File: config.mk
export PLATFORM = sky130hd
export DESIGN_NAME = mip_chain_layout_generator_core_flat
export DESIGN_NICKNAME = d
export VERILOG_FILES = /design/src/mclg_pkg.sv /design/src/mclg_if.sv /design/src/mclg_level_calc.sv /design/src/mip_chain_layout_generator_core.sv /design/src/flat_wrapper.sv
export SDC_FILE = /design/constraint.sdc
export NUM_CORES = 1
export LEC_CHECK = 0
export ABC_AREA = 0
export BUFFER_PORTS_ARGS = -buffer_cell sky130_fd_sc_hd__buf_2
export CELL_PAD_IN_SITES_DETAIL_PLACEMENT = 1
export CELL_PAD_IN_SITES_GLOBAL_PLACEMENT = 2
export CORE_MARGIN = 2
export CORE_UTILIZATION = 41
export CTS_BUF_LIST = sky130_fd_sc_hd__clkbuf_8
export DETAILED_ROUTE_END_ITERATION = 7
export PLACE_DENSITY = 0.9
export SYNTH_ARGS = -nofsm -noshare
export SYNTH_HDL_FRONTEND = slang
export SYNTH_SLANG_ARGS = --single-unit
File: constraint.sdc
create_clock -name clk -period 10.3 [get_ports clk]
set_clock_uncertainty 0.05 [all_clocks]
set_input_delay 1.545 -clock clk [delete_from_list [all_inputs] [get_ports clk]]
set_output_delay 1.545 -clock clk [all_outputs]
set_load 0.02 [all_outputs]
File: src/mclg_pkg.sv
// mclg_pkg: shared types and codes of the mip chain layout generator
// used by the level unit, the top level and the bench
`default_nettype none

package mclg_pkg;

	localparam int unsigned MAX_MIPS = 15;

	// register indexes of the configuration port
	localparam logic [2:0] REG_BASE_WIDTH   = 3'd0;
	localparam logic [2:0] REG_BASE_HEIGHT  = 3'd1;
	localparam logic [2:0] REG_MIP_LEVELS   = 3'd2;
	localparam logic [2:0] REG_FORMAT_CLASS = 3'd3;
	localparam logic [2:0] REG_DATA_START   = 3'd4;
	localparam logic [2:0] REG_FILE_LENGTH  = 3'd5;

	// format classes
	localparam logic [1:0] FMT_BLOCK8  = 2'd0;
	localparam logic [1:0] FMT_BLOCK16 = 2'd1;
	localparam logic [1:0] FMT_RGBA32  = 2'd2;
	localparam logic [1:0] FMT_NONE    = 2'd3;

	// result status codes
	localparam logic [1:0] ST_OK          = 2'd0;
	localparam logic [1:0] ST_PAST_END    = 2'd1;
	localparam logic [1:0] ST_UNSUPPORTED = 2'd2;

	localparam logic [14:0] DIM_MAX = 15'd16384;

	// sizes of one mip level, produced by the level unit
	typedef struct packed {
		logic [14:0] width;
		logic [14:0] height;
		logic [16:0] row_bytes;
		logic [30:0] level_bytes;
	} level_t;

	// one result item as held in the output register
	typedef struct packed {
		logic [2:0]  slice_out;
		logic [3:0]  mip_number;
		logic [14:0] level_width;
		logic [14:0] level_height;
		logic [16:0] row_bytes;
		logic [30:0] level_bytes;
		logic [31:0] level_offset;
		logic [1:0]  status;
		logic        last;
	} result_t;

endpackage

`default_nettype wire

File: src/mclg_if.sv
// mclg channel interfaces: input items, result items and configuration writes
// valid/ready handshake on each; no dependencies
`default_nettype none

interface mclg_in_if;
	logic       valid;
	logic       ready;
	logic       restart;
	logic [2:0] slice_number;

	modport source (output valid, output restart, output slice_number, input ready);
	modport sink (input valid, input restart, input slice_number, output ready);
endinterface

interface mclg_out_if;
	logic        valid;
	logic        ready;
	logic [2:0]  slice_out;
	logic [3:0]  mip_number;
	logic [14:0] level_width;
	logic [14:0] level_height;
	logic [16:0] row_bytes;
	logic [30:0] level_bytes;
	logic [31:0] level_offset;
	logic [1:0]  status;
	logic        last;

	modport source (output valid, output slice_out, output mip_number, output level_width,
		output level_height, output row_bytes, output level_bytes, output level_offset,
		output status, output last, input ready);
	modport sink (input valid, input slice_out, input mip_number, input level_width,
		input level_height, input row_bytes, input level_bytes, input level_offset,
		input status, input last, output ready);
endinterface

interface mclg_cfg_if;
	logic        valid;
	logic        ready;
	logic [2:0]  index;
	logic [31:0] data;

	modport source (output valid, output index, output data, input ready);
	modport sink (input valid, input index, input data, output ready);
endinterface

`default_nettype wire

File: src/mclg_level_calc.sv
// mclg_level_calc: sizes of one mip level and the shared multiplier for its byte count
// depends on mclg_pkg; result registered in the cycle after the mip index is presented
`default_nettype none

module mclg_level_calc (
	input  wire logic            clk,
	input  wire logic [3:0]      mip,
	input  wire logic [14:0]     base_width,
	input  wire logic [14:0]     base_height,
	input  wire logic [1:0]      format_class,
	output mclg_pkg::level_t     level
);

	logic [14:0] w_sh;
	logic [14:0] h_sh;
	logic [14:0] w;
	logic [14:0] h;
	logic [14:0] w_p3;
	logic [14:0] h_p3;
	logic [12:0] blocks_x;
	logic [12:0] blocks_y;
	logic [16:0] row;
	logic [14:0] mul_b;
	logic [30:0] product;
	mclg_pkg::level_t level_q;

	always_comb begin
		w_sh = base_width >> mip;
		h_sh = base_height >> mip;
		w = (w_sh == 15'd0) ? 15'd1 : w_sh;
		h = (h_sh == 15'd0) ? 15'd1 : h_sh;
		// round up to whole 4x4 blocks, never zero since w and h are at least 1
		w_p3 = w + 15'd3;
		h_p3 = h + 15'd3;
		blocks_x = w_p3[14:2];
		blocks_y = h_p3[14:2];
		unique case (format_class)
			mclg_pkg::FMT_BLOCK8: begin
				row = {1'b0, blocks_x, 3'b000};
				mul_b = {2'b00, blocks_y};
			end
			mclg_pkg::FMT_BLOCK16: begin
				row = {blocks_x, 4'b0000};
				mul_b = {2'b00, blocks_y};
			end
			mclg_pkg::FMT_RGBA32: begin
				row = {w, 2'b00};
				mul_b = h;
			end
			default: begin
				row = 17'd0;
				mul_b = 15'd0;
			end
		endcase
		// at most 65536 * 16384, fits in 31 bits
		product = {14'd0, row} * {16'd0, mul_b};
	end

	always_ff @(posedge clk) begin
		level_q.width <= w;
		level_q.height <= h;
		level_q.row_bytes <= row;
		level_q.level_bytes <= product;
	end

	assign level = level_q;

endmodule

`default_nettype wire

File: src/mip_chain_layout_generator_core.sv
// mip_chain_layout_generator_core: top level, configuration registers and mip sequencer
// depends on mclg_pkg, mclg_if and mclg_level_calc
`default_nettype none

// Each input item walks the mip chain of one texture slice and gives one result item
// per level: size, row pitch, slice pitch and file offset, with a running offset that
// carries from slice to slice until an item with restart set. One multiplier is shared
// by all levels under a small sequencer: an accepted item passes a head state, then
// each level a multiply state (level sizes, multiply) and a check state (bounds check,
// output register) that waits while the result side stalls. The input is not ready
// while an item is being walked. A level that runs past the end of the file ends the
// walk and sets a sticky error; format class 3 gives a single unsupported result.
// Users write configuration only while the block is idle; the block does not enforce it.

module mip_chain_layout_generator_core (
	input  wire logic   clk,
	input  wire logic   arst_n,
	mclg_in_if.sink     req,
	mclg_out_if.source  rsp,
	mclg_cfg_if.sink    cfg
);

	typedef enum logic [1:0] {
		S_IDLE,
		S_HEAD,
		S_MUL,
		S_CHK
	} state_t;

	state_t state_q;

	logic [14:0] base_width_q;
	logic [14:0] base_height_q;
	logic [3:0]  mip_levels_q;
	logic [1:0]  format_class_q;
	logic [7:0]  data_start_q;
	logic [31:0] file_length_q;

	logic [31:0] off_q;
	logic        failed_q;
	logic [3:0]  mip_q;
	logic [2:0]  slice_q;
	logic        out_valid_q;
	mclg_pkg::result_t res_q;

	logic [14:0] bw;
	logic [14:0] bh;
	logic [3:0]  last_mip;
	logic        slot_free;
	logic        out_load;
	logic        in_accept;
	logic [32:0] end_sum;
	logic        past_end;
	mclg_pkg::level_t level;

	// configuration registers
	assign cfg.ready = 1'b1;

	always_ff @(posedge clk or negedge arst_n) begin
		if (!arst_n) begin
			base_width_q <= 15'd1;
			base_height_q <= 15'd1;
			mip_levels_q <= 4'd1;
			format_class_q <= mclg_pkg::FMT_RGBA32;
			data_start_q <= 8'd128;
			file_length_q <= 32'd0;
		end else if (cfg.valid) begin
			unique case (cfg.index)
				mclg_pkg::REG_BASE_WIDTH:   base_width_q <= cfg.data[14:0];
				mclg_pkg::REG_BASE_HEIGHT:  base_height_q <= cfg.data[14:0];
				mclg_pkg::REG_MIP_LEVELS:   mip_levels_q <= cfg.data[3:0];
				mclg_pkg::REG_FORMAT_CLASS: format_class_q <= cfg.data[1:0];
				mclg_pkg::REG_DATA_START:   data_start_q <= cfg.data[7:0];
				mclg_pkg::REG_FILE_LENGTH:  file_length_q <= cfg.data;
				default: ;
			endcase
		end
	end

	always_comb begin
		if (base_width_q == 15'd0) bw = 15'd1;
		else if (base_width_q > mclg_pkg::DIM_MAX) bw = mclg_pkg::DIM_MAX;
		else bw = base_width_q;
		if (base_height_q == 15'd0) bh = 15'd1;
		else if (base_height_q > mclg_pkg::DIM_MAX) bh = mclg_pkg::DIM_MAX;
		else bh = base_height_q;
		if (mip_levels_q == 4'd0) last_mip = 4'd0;
		else if (32'(mip_levels_q) > mclg_pkg::MAX_MIPS) last_mip = 4'(mclg_pkg::MAX_MIPS - 1);
		else last_mip = mip_levels_q - 4'd1;
	end

	mclg_level_calc u_level (
		.clk          (clk),
		.mip          (mip_q),
		.base_width   (bw),
		.base_height  (bh),
		.format_class (format_class_q),
		.level        (level)
	);

	assign req.ready = (state_q == S_IDLE);
	assign in_accept = req.valid && req.ready;
	assign slot_free = !out_valid_q || rsp.ready;
	assign end_sum = {1'b0, off_q} + {2'b00, level.level_bytes};
	assign past_end = end_sum > {1'b0, file_length_q};
	// a result is loaded into the output register this cycle
	assign out_load = slot_free && ((state_q == S_CHK) || ((state_q == S_HEAD) &&
		(format_class_q == mclg_pkg::FMT_NONE || failed_q)));

	always_ff @(posedge clk or negedge arst_n) begin
		if (!arst_n) begin
			state_q <= S_IDLE;
			off_q <= 32'd128;
			failed_q <= 1'b0;
			mip_q <= 4'd0;
			slice_q <= 3'd0;
			out_valid_q <= 1'b0;
			res_q <= '0;
		end else begin
			if (out_load) out_valid_q <= 1'b1;
			else if (rsp.ready) out_valid_q <= 1'b0;
			unique case (state_q)
				S_IDLE: begin
					if (in_accept) begin
						slice_q <= req.slice_number;
						mip_q <= 4'd0;
						if (req.restart) begin
							off_q <= {24'd0, data_start_q};
							failed_q <= 1'b0;
						end
						state_q <= S_HEAD;
					end
				end
				S_HEAD: begin
					if (format_class_q == mclg_pkg::FMT_NONE || failed_q) begin
						if (slot_free) begin
							res_q.slice_out <= slice_q;
							res_q.mip_number <= 4'd0;
							res_q.level_width <= bw;
							res_q.level_height <= bh;
							res_q.row_bytes <= 17'd0;
							res_q.level_bytes <= 31'd0;
							res_q.level_offset <= off_q;
							res_q.status <= (format_class_q == mclg_pkg::FMT_NONE) ?
								mclg_pkg::ST_UNSUPPORTED : mclg_pkg::ST_PAST_END;
							res_q.last <= 1'b1;
							state_q <= S_IDLE;
						end
					end else begin
						state_q <= S_MUL;
					end
				end
				S_MUL: begin
					// level unit registers sizes and product at this edge
					state_q <= S_CHK;
				end
				S_CHK: begin
					if (slot_free) begin
						res_q.slice_out <= slice_q;
						res_q.mip_number <= mip_q;
						res_q.level_width <= level.width;
						res_q.level_height <= level.height;
						res_q.row_bytes <= level.row_bytes;
						res_q.level_bytes <= level.level_bytes;
						res_q.level_offset <= off_q;
						if (past_end) begin
							res_q.status <= mclg_pkg::ST_PAST_END;
							res_q.last <= 1'b1;
							failed_q <= 1'b1;
							state_q <= S_IDLE;
						end else begin
							res_q.status <= mclg_pkg::ST_OK;
							res_q.last <= (mip_q == last_mip);
							off_q <= end_sum[31:0];
							if (mip_q == last_mip) begin
								state_q <= S_IDLE;
							end else begin
								mip_q <= mip_q + 4'd1;
								state_q <= S_MUL;
							end
						end
					end
				end
				default: state_q <= S_IDLE;
			endcase
		end
	end

	assign rsp.valid = out_valid_q;
	assign rsp.slice_out = res_q.slice_out;
	assign rsp.mip_number = res_q.mip_number;
	assign rsp.level_width = res_q.level_width;
	assign rsp.level_height = res_q.level_height;
	assign rsp.row_bytes = res_q.row_bytes;
	assign rsp.level_bytes = res_q.level_bytes;
	assign rsp.level_offset = res_q.level_offset;
	assign rsp.status = res_q.status;
	assign rsp.last = res_q.last;

	// a result that is not the last of its item means the walk is still going
	a_busy_until_last: assert property (@(posedge clk) disable iff (!arst_n)
		out_valid_q && !res_q.last |-> state_q != S_IDLE)
		else $error("non-final result pending while sequencer idle");

	// the sticky error is only ever set together with a past-end result
	a_fail_with_result: assert property (@(posedge clk) disable iff (!arst_n)
		$rose(failed_q) |-> out_valid_q && res_q.last && res_q.status == mclg_pkg::ST_PAST_END)
		else $error("error flag set without a past-end result");

	// the running offset only moves on an accepted item or an in-bounds level
	a_offset_moves: assert property (@(posedge clk) disable iff (!arst_n)
		!$stable(off_q) |-> $past(in_accept) || ($past(state_q == S_CHK) && !$past(past_end)))
		else $error("running offset changed outside a level step or restart");

endmodule

`default_nettype wire

File: src/flat_wrapper.sv
// flat-port wrapper written by rule: the top's interface ports become plain ports
module mip_chain_layout_generator_core_flat 
  (clk, arst_n, req_valid, req_restart, req_slice_number, req_ready, rsp_valid, rsp_slice_out, rsp_mip_number, rsp_level_width, rsp_level_height, rsp_row_bytes, rsp_level_bytes, rsp_level_offset, rsp_status, rsp_last, rsp_ready, cfg_valid, cfg_index, cfg_data, cfg_ready);
  mclg_in_if req_i ();
  mclg_out_if rsp_i ();
  mclg_cfg_if cfg_i ();
  input  wire logic clk;
  input  wire logic arst_n;
  input wire logic [$bits(req_i.valid)-1:0] req_valid;
  input wire logic [$bits(req_i.restart)-1:0] req_restart;
  input wire logic [$bits(req_i.slice_number)-1:0] req_slice_number;
  output wire logic [$bits(req_i.ready)-1:0] req_ready;
  output wire logic [$bits(rsp_i.valid)-1:0] rsp_valid;
  output wire logic [$bits(rsp_i.slice_out)-1:0] rsp_slice_out;
  output wire logic [$bits(rsp_i.mip_number)-1:0] rsp_mip_number;
  output wire logic [$bits(rsp_i.level_width)-1:0] rsp_level_width;
  output wire logic [$bits(rsp_i.level_height)-1:0] rsp_level_height;
  output wire logic [$bits(rsp_i.row_bytes)-1:0] rsp_row_bytes;
  output wire logic [$bits(rsp_i.level_bytes)-1:0] rsp_level_bytes;
  output wire logic [$bits(rsp_i.level_offset)-1:0] rsp_level_offset;
  output wire logic [$bits(rsp_i.status)-1:0] rsp_status;
  output wire logic [$bits(rsp_i.last)-1:0] rsp_last;
  input wire logic [$bits(rsp_i.ready)-1:0] rsp_ready;
  input wire logic [$bits(cfg_i.valid)-1:0] cfg_valid;
  input wire logic [$bits(cfg_i.index)-1:0] cfg_index;
  input wire logic [$bits(cfg_i.data)-1:0] cfg_data;
  output wire logic [$bits(cfg_i.ready)-1:0] cfg_ready;
  assign req_i.valid = req_valid;
  assign req_i.restart = req_restart;
  assign req_i.slice_number = req_slice_number;
  assign req_ready = req_i.ready;
  assign rsp_valid = rsp_i.valid;
  assign rsp_slice_out = rsp_i.slice_out;
  assign rsp_mip_number = rsp_i.mip_number;
  assign rsp_level_width = rsp_i.level_width;
  assign rsp_level_height = rsp_i.level_height;
  assign rsp_row_bytes = rsp_i.row_bytes;
  assign rsp_level_bytes = rsp_i.level_bytes;
  assign rsp_level_offset = rsp_i.level_offset;
  assign rsp_status = rsp_i.status;
  assign rsp_last = rsp_i.last;
  assign rsp_i.ready = rsp_ready;
  assign cfg_i.valid = cfg_valid;
  assign cfg_i.index = cfg_index;
  assign cfg_i.data = cfg_data;
  assign cfg_ready = cfg_i.ready;
  mip_chain_layout_generator_core u_core (.clk(clk), .arst_n(arst_n), .req(req_i), .rsp(rsp_i), .cfg(cfg_i));
endmodule
After elaboration in Yosys (flattened, before gate mapping)
Cells that the tools add are included.
{"block": "totals", "register_bits": 317, "in_bits": 44, "word_cells": 127}
{"block": "classes", "add_sub_neg": 5, "multipliers": 1, "magnitude_cmp": 3, "n_eq_ne": 21, "shifts": 2, "mux": 39, "n_reduce_logical": 31}
{"operator": "120-bit two-way mux", "count": 3}
{"operator": "120-bit one-hot mux with 2 select lines", "count": 1}
{"operator": "32-bit two-way mux", "count": 4}
{"operator": "15-bit two-way mux", "count": 6}
{"operator": "32-bit one-hot mux with 2 select lines", "count": 1}
{"operator": "15-bit zero test", "count": 4}
{"operator": "17-bit one-hot mux with 3 select lines", "count": 1}
{"operator": "32-bit by 31-bit adder with 33-bit output", "count": 1}
{"operator": "33-bit by 32-bit greater-than comparator with 1-bit output", "count": 1}
{"operator": "17-bit by 15-bit multiplier with 31-bit output", "count": 1}
{"operator": "15-bit by 2-bit adder with 15-bit output, second input constant", "count": 2}
{"operator": "15-bit greater-than comparator, second input constant", "count": 2}
{"operator": "15-bit one-hot mux with 2 select lines", "count": 1}
{"operator": "15-bit by 4-bit right shift with 15-bit output", "count": 2}
{"operator": "4-bit two-way mux", "count": 5}
{"operator": "2-bit two-way mux", "count": 8}
{"operator": "5-bit AND reduction", "count": 3}
{"operator": "2-bit AND reduction", "count": 7}
{"operator": "2-bit inequality test, second input constant", "count": 5}
{"operator": "2-bit equality test, second input constant", "count": 4}
{"operator": "2-bit one-hot mux with 4 select lines", "count": 1}
{"operator": "4-bit one-hot mux with 2 select lines", "count": 1}
{"operator": "3-bit by 2-bit equality test with 1-bit output, second input constant", "count": 2}
{"operator": "3-bit equality test, second input constant", "count": 2}
{"operator": "19 further kinds", "count": 34}

Logic depth before layout (Yosys ltp)
{"block": "depth", "depth_word": 9, "mapped_depth": 36}

Cells and area by module
A second synthesis with hierarchy kept.
{"block": "unflattened", "cells_unflattened": 2537, "hier_area_um2": 23566.4}
{"mod": "mip_chain_layout_generator_core", "n_inst": 1, "cells_each": 1263, "area_each_um2": 12137.9, "seq_area_each_um2": 5988.2}
{"mod": "mclg_level_calc", "n_inst": 1, "cells_each": 1274, "area_each_um2": 11428.5, "seq_area_each_um2": 1481.4}

Least setup slack after synthesis
No wires, ideal clock.
{"block": "synth_timing", "kind": "register -> register", "from": "reg u_core.mip_q[0]", "to": "reg u_core.u_level.level_q (netlist bit u_core.u_level.level[27])", "setup_time_ns": 0.064, "arrival_ns": 8.393, "path_slack_ns": 1.794, "stages_incl_launch_ff": 33, "path_buffers": 3, "synth_period_minus_slack_ns": 8.506, "path_cell_list": "dfrtp_1 > buf_6 > buf_12 > buf_4 > nand3b_1 > o31ai_4 > a21oi_4 > a22oi_4 > o21ai_4 > a2111oi_4 > nand3_4 > nor3b_1 > a311oi_4 > nor2_1 > fa_1 > inv_1 > fa_1 > inv_1 > fa_1 > inv_1 > fa_1 > inv_1 > fa_1 > inv_1 > fa_1 > inv_1 > ha_1 > o41ai_1 > o21ai_0 > o41ai_1 > o2111ai_1 > a211o_1 > nand4_1"}
{"block": "synth_between", "elab_chain_cells": 6, "elab_cells_between_ends": 11, "cone_classes": "add/sub (2); mul (1); shift (2); mux (4); reduce/logical (2)"}
{"element": "start, declared", "line_no": "mip_chain_layout_generator_core.sv:41", "rtl": "logic [3:0] mip_q;"}
{"element": "start signal, assigned", "line_no": "mip_chain_layout_generator_core.sv:178", "rtl": "mip_q <= mip_q + 4'd1;"}
{"element": "15-bit by 4-bit right shift with 15-bit output, on equally long branches", "line_no": "mclg_level_calc.sv:28, mclg_level_calc.sv:29"}
{"element": "15-bit zero test, on equally long branches", "line_no": "mclg_level_calc.sv:30, mclg_level_calc.sv:31"}
{"element": "15-bit two-way mux, on equally long branches", "line_no": "mclg_level_calc.sv:30, mclg_level_calc.sv:31"}
{"element": "15-bit by 2-bit adder with 15-bit output, on equally long branches", "line_no": "mclg_level_calc.sv:33, mclg_level_calc.sv:34"}
{"element": "17-bit one-hot mux with 3 select lines / 15-bit one-hot mux with 2 select lines (equally long branches)", "line_no": "mclg_level_calc.sv:37", "rtl": "unique case (format_class)"}
{"element": "17-bit by 15-bit multiplier with 31-bit output *", "line_no": "mclg_level_calc.sv:56", "rtl": "product = {14'd0, row} * {16'd0, mul_b};"}
{"element": "via u_core.u_level.product[27]", "line_no": "mclg_level_calc.sv:24", "rtl": "logic [30:0] product;"}
{"element": "end, declared", "line_no": "mclg_level_calc.sv:25", "rtl": "mclg_pkg::level_t level_q;"}
The timed path passes the listed nets; every way through them passes the cells marked *.
A chain may end at the register's enable or synchronous reset.

Worst setup path after layout
{"block": "layout_timing", "from": "reg u_core.base_width_q[14]", "to": "reg u_core.u_level.level_q (netlist bit u_core.u_level.level[29])"}
{"block": "layout_between", "elab_chain_cells": 9, "elab_cells_between_ends": 10, "cone_classes": "add/sub (1); mul (1); order compare (1); shift (1); mux (4); reduce/logical (2)"}
{"element": "start, declared", "line_no": "mip_chain_layout_generator_core.sv:32", "rtl": "logic [14:0] base_width_q;"}
{"element": "start signal, assigned", "line_no": "mip_chain_layout_generator_core.sv:69", "rtl": "mclg_pkg::REG_BASE_WIDTH: base_width_q <= cfg.data[14:0];"}
{"element": "15-bit greater-than comparator", "line_no": "mip_chain_layout_generator_core.sv:82", "rtl": "else if (base_width_q > mclg_pkg::DIM_MAX) bw = mclg_pkg::DIM_MAX;"}
{"element": "15-bit two-way mux", "line_no": "mip_chain_layout_generator_core.sv:82"}
{"element": "15-bit two-way mux *", "line_no": "mip_chain_layout_generator_core.sv:81", "rtl": "if (base_width_q == 15'd0) bw = 15'd1;"}
{"element": "15-bit by 4-bit right shift with 15-bit output *", "line_no": "mclg_level_calc.sv:28", "rtl": "w_sh = base_width >> mip;"}
{"element": "15-bit zero test", "line_no": "mclg_level_calc.sv:30", "rtl": "w = (w_sh == 15'd0) ? 15'd1 : w_sh;"}
{"element": "15-bit two-way mux *", "line_no": "mclg_level_calc.sv:30"}
{"element": "via u_core.u_level.w[1]", "line_no": "mclg_level_calc.sv:16", "rtl": "logic [14:0] w;"}
{"element": "15-bit by 2-bit adder with 15-bit output", "line_no": "mclg_level_calc.sv:33", "rtl": "w_p3 = w + 15'd3;"}
{"element": "17-bit one-hot mux with 3 select lines *", "line_no": "mclg_level_calc.sv:37"}
{"element": "17-bit by 15-bit multiplier with 31-bit output *", "line_no": "mclg_level_calc.sv:56"}
{"element": "via u_core.u_level.product[29]", "line_no": "mclg_level_calc.sv:24"}
Marked as above.

==> metrics.md <==
| Metric | Value |
|---|---|
| Ys async rst share | between 70% and 80% |
| Status | finished, final reports clean |
| CTS tree | built |
| Die width | 242 um |
| Die area | roughly 58000 um^2 |
| Mean Syn Cell Area | roughly 9.7 um^2 |
| Worst hold path depth | 1 |
| Core area | between 50000 and 60000 um^2 |
| Port-buffer cells | 161 |
| Post-DR wirelength/cell | between 20 and 25 um |
| Worst r2r dst | u_core.u_level.level[29] |
| Clk sink count | 309 |
| Worst path most repeated cell | fa_1 |
| CP bufs+invs | 7 |
| RSZ-0062 raised after global routing | false |
| Met3 Track Usage GR | under 10% |
| Top delay family on crit path | adder cells |
| Most frequent cells in the layout | inv_1 (298), dfrtp_1 (228), nand2_1 (210), nor2_1 (167), fa_1 (167) |
| Placer Congestion | 0.904 |
| Max-slew headroom | 13.9% |
| Total routed wirelength | 74800 um |
| DRC violation total after the first TritonRoute iteration | around 1200 |
| Post-synthesis register bit count | approximately 310 |
| Post-synthesis sequential area ratio | 31.8% |
| Initial antenna violation count | 4 |
| Syn Inst Count | 2383 |
| Hold wc startpoint | u_core.u_level.level[43] |
| CTS buffer count | 54 |
| Via density per instance | between 5 and 6 |
| EDFF count, synth | 0 |
| First-pass GRT wire length | ~120000 um |
| Max Root-Sink Buffers | 3 |
| Fmax | just over 100 MHz |
| GRT met1 Usage | 32.3% |
| 1st-pass router iterations | 7 |
| Synth unique cells | between 100 and 150 |
| GR Util met2 | between 40% and 50% |
| Startpoint types | flop |
| Via Count | 18900 |
| Most common cell after layout, fill and taps aside | inv_1 |
| Reg2Reg Setup Slack | approximately 0.63 ns |
| CP Max Fanout | 16 |
| Max-cap violations | 0 |
| Layout cells sized above 1 | about 19% |
| Synth Cell Area | 23200 um^2 |
| VDD IR max | 185 uV |
| Clk root buf | clkbuf_8 |
| Required @ worst endpoint | roughly 11 ns |
| Synth-to-layout area growth | 12.5% |
| Top FF cell, synth | dfrtp_1 |
| H-tree depth | 2 |
| Site Rows | slightly below 90 |
| Vias in the first global route | ~20000 |
| Busiest grt layer | met2 |
| GRT Util Overall | around 25% |
| Max-slew violation count | 0 |
| DRC Markers | 0 |
| Worst-case reg-to-reg path depth | 31 |
| Power per cell area | 350 nW/um^2 |
| Ys Warns | 0 |
| Final hold vios | 0 |
| Chip height | between 200 and 250 um |
| Crit Reg-Reg Startpoint | u_core.base_width_q[14] |
| CP peak stage delay | between 0.6 and 0.7 ns |
| Hold Path Sink | u_core.rsp.row_bytes[12] |
| GRT overflow | 0 |
| Detail Placement HPWL | a little under 60000 um |
| Clk Latency, worst-skew pair | roughly 0.64 ns |
| I/O Pins | 167 |
| Fin Setup TNS | 0 ns |
| Fin nets | between 2000 and 3000 |
| Tmin final | about 9.7 ns |
| Critical-path top delay cell | dfrtp_1 |
| Tcrit/Tclk final | between 90 and 100% |
| Final Util | between 40 and 50% |
| Setup violators final | 0 |
| Slew @ Worst Pin | around 1.3 ns |
| Reg clk slew, reported paths | 0.06 ns |
| Crit path kind | flop to flop |
| Endpoint kind of the worst setup timing path | flop |
| Min-Delay Path Class | flop to flop |
| Final ANT Viol Nets | 0 |
| Starting density of the core | between 40% and 50% |
| Lkg Pwr | between 10 and 15 nW |
| Largest net degree at the start of global routing | 156 |
| CP arrival | 10.09 ns |
## flip-flops by register name, indices dropped and copies added, names as in the netlist, 29 cells and up
signal,cells
u_core.file_length_q,32
u_core.rsp.level_offset,32
u_core.u_level.level,74
u_core.off_q,32
u_core.rsp.level_bytes,29
## area by class of cell
cell class                 count  area, um^2
antenna                        1        2.50
clock buffer                  67         922
clock inverter                33         268
fill                        6416       30100
inverter                     289        1090
multi-input combinational   1677       14300
sequential                   309        7370
tap                          756         946
timing repair buffer         207        1170
## metrics by stage
step	area (um^2)	cells	hold WS [ns]	setup WS, ns	power, mW
6_report	26100	3339	0.397	0.632	9.13
5_1_grt	26100	3339	0.413	0.118	9.96
4_1_cts	26000	3338	0.399	0.224	9.19
3_5_place_dp	24900	3238	0.387	0.288	7.88
3_3_place_gp	24900	3238	0.386	0.620	7.62
2_1_floorplan	23200	2386	0.377	1.79	6.10
## report_power, final
group,leakage (nW),switching (mW),internal (mW)
clock network,0.686,0.532,0.710
registers,3.64,0.371,1.66
logic,8.55,3.64,2.22
## worst max path at each step
stage / start / endpoint / slack (ns) / depth (start not counted)
floorplan: u_core.mip_q[0] / u_core.u_level.level[27] / 1.79 / 32
global placement: u_core.mip_q[0] / u_core.u_level.level[27] / 0.62 / 31
detailed placement: u_core.mip_q[0] / u_core.u_level.level[30] / 0.29 / 32
CTS: u_core.mip_q[0] / u_core.u_level.level[30] / 0.22 / 32
global route: u_core.base_width_q[14] / u_core.u_level.level[30] / 0.12 / 31
finish: u_core.base_width_q[14] / u_core.u_level.level[29] / 0.63 / 31
## per-layer routing
metal  routed length, um  share of wire (%)  vias up
met5                   0                  0        -
met4                2420                3.2        0
met3                3050                4.1      143
met2               37800                 51      475
met1               31500                 42     9851
li1                    -                  -     8463
## cells in the mapped netlist, types with 8 or more instances
cell type	instances	area [um^2]
fa_1	167	3340
o21a_1	14	105
mux2i_1	25	250
xor2_1	17	149
o21ai_0	86	430
and3_1	33	206
inv_2	8	30.0
buf_4	10	75.1
nor2b_1	22	138
nand3_1	36	180
dfrtp_1	229	5730
a22o_1	72	631
o32a_1	9	90.1
nor3_1	51	255
clkbuf_1	67	251
nor2_1	168	631
a211o_1	8	70.1
o211ai_1	11	82.6
or3_1	11	68.8
mux2_2	126	1420
nand2_1	210	788
a31oi_1	15	93.8
nand4_1	18	113
nand2b_1	24	150
and2_1	37	231
a211oi_1	12	90.1
or4_1	8	60.1
buf_1	10	37.5
a21oi_1	111	556
a21o_1	23	173
inv_1	277	1040
ha_1	156	1950
nor4_1	20	125
dfxtp_1	74	1480
xnor2_1	49	429
buf_2	20	100
## cells by family (layout without fill, tap and decap cells)
group	Yosys count	count (layout)	share of synthesized area, %
XOR/XNOR	66	66	2.49
AND/OR/NAND/NOR	668	668	13.8
flip-flops	309	309	31.8
multiplexers	159	159	7.95
other	2	6	0.0324
buffers and inverters	400	596	6.92
adder cells (fa/ha/maj)	323	323	22.8
AO/OA/AOI/OAI	456	456	14.2
## what timing repair did
item	4_1_cts	5_1_grt
setup endpoints to repair	0	10
hold buffers	0	0
buffers inserted	0	0
gates resized for setup	0	6
Power figures use the tool's default switching activity.
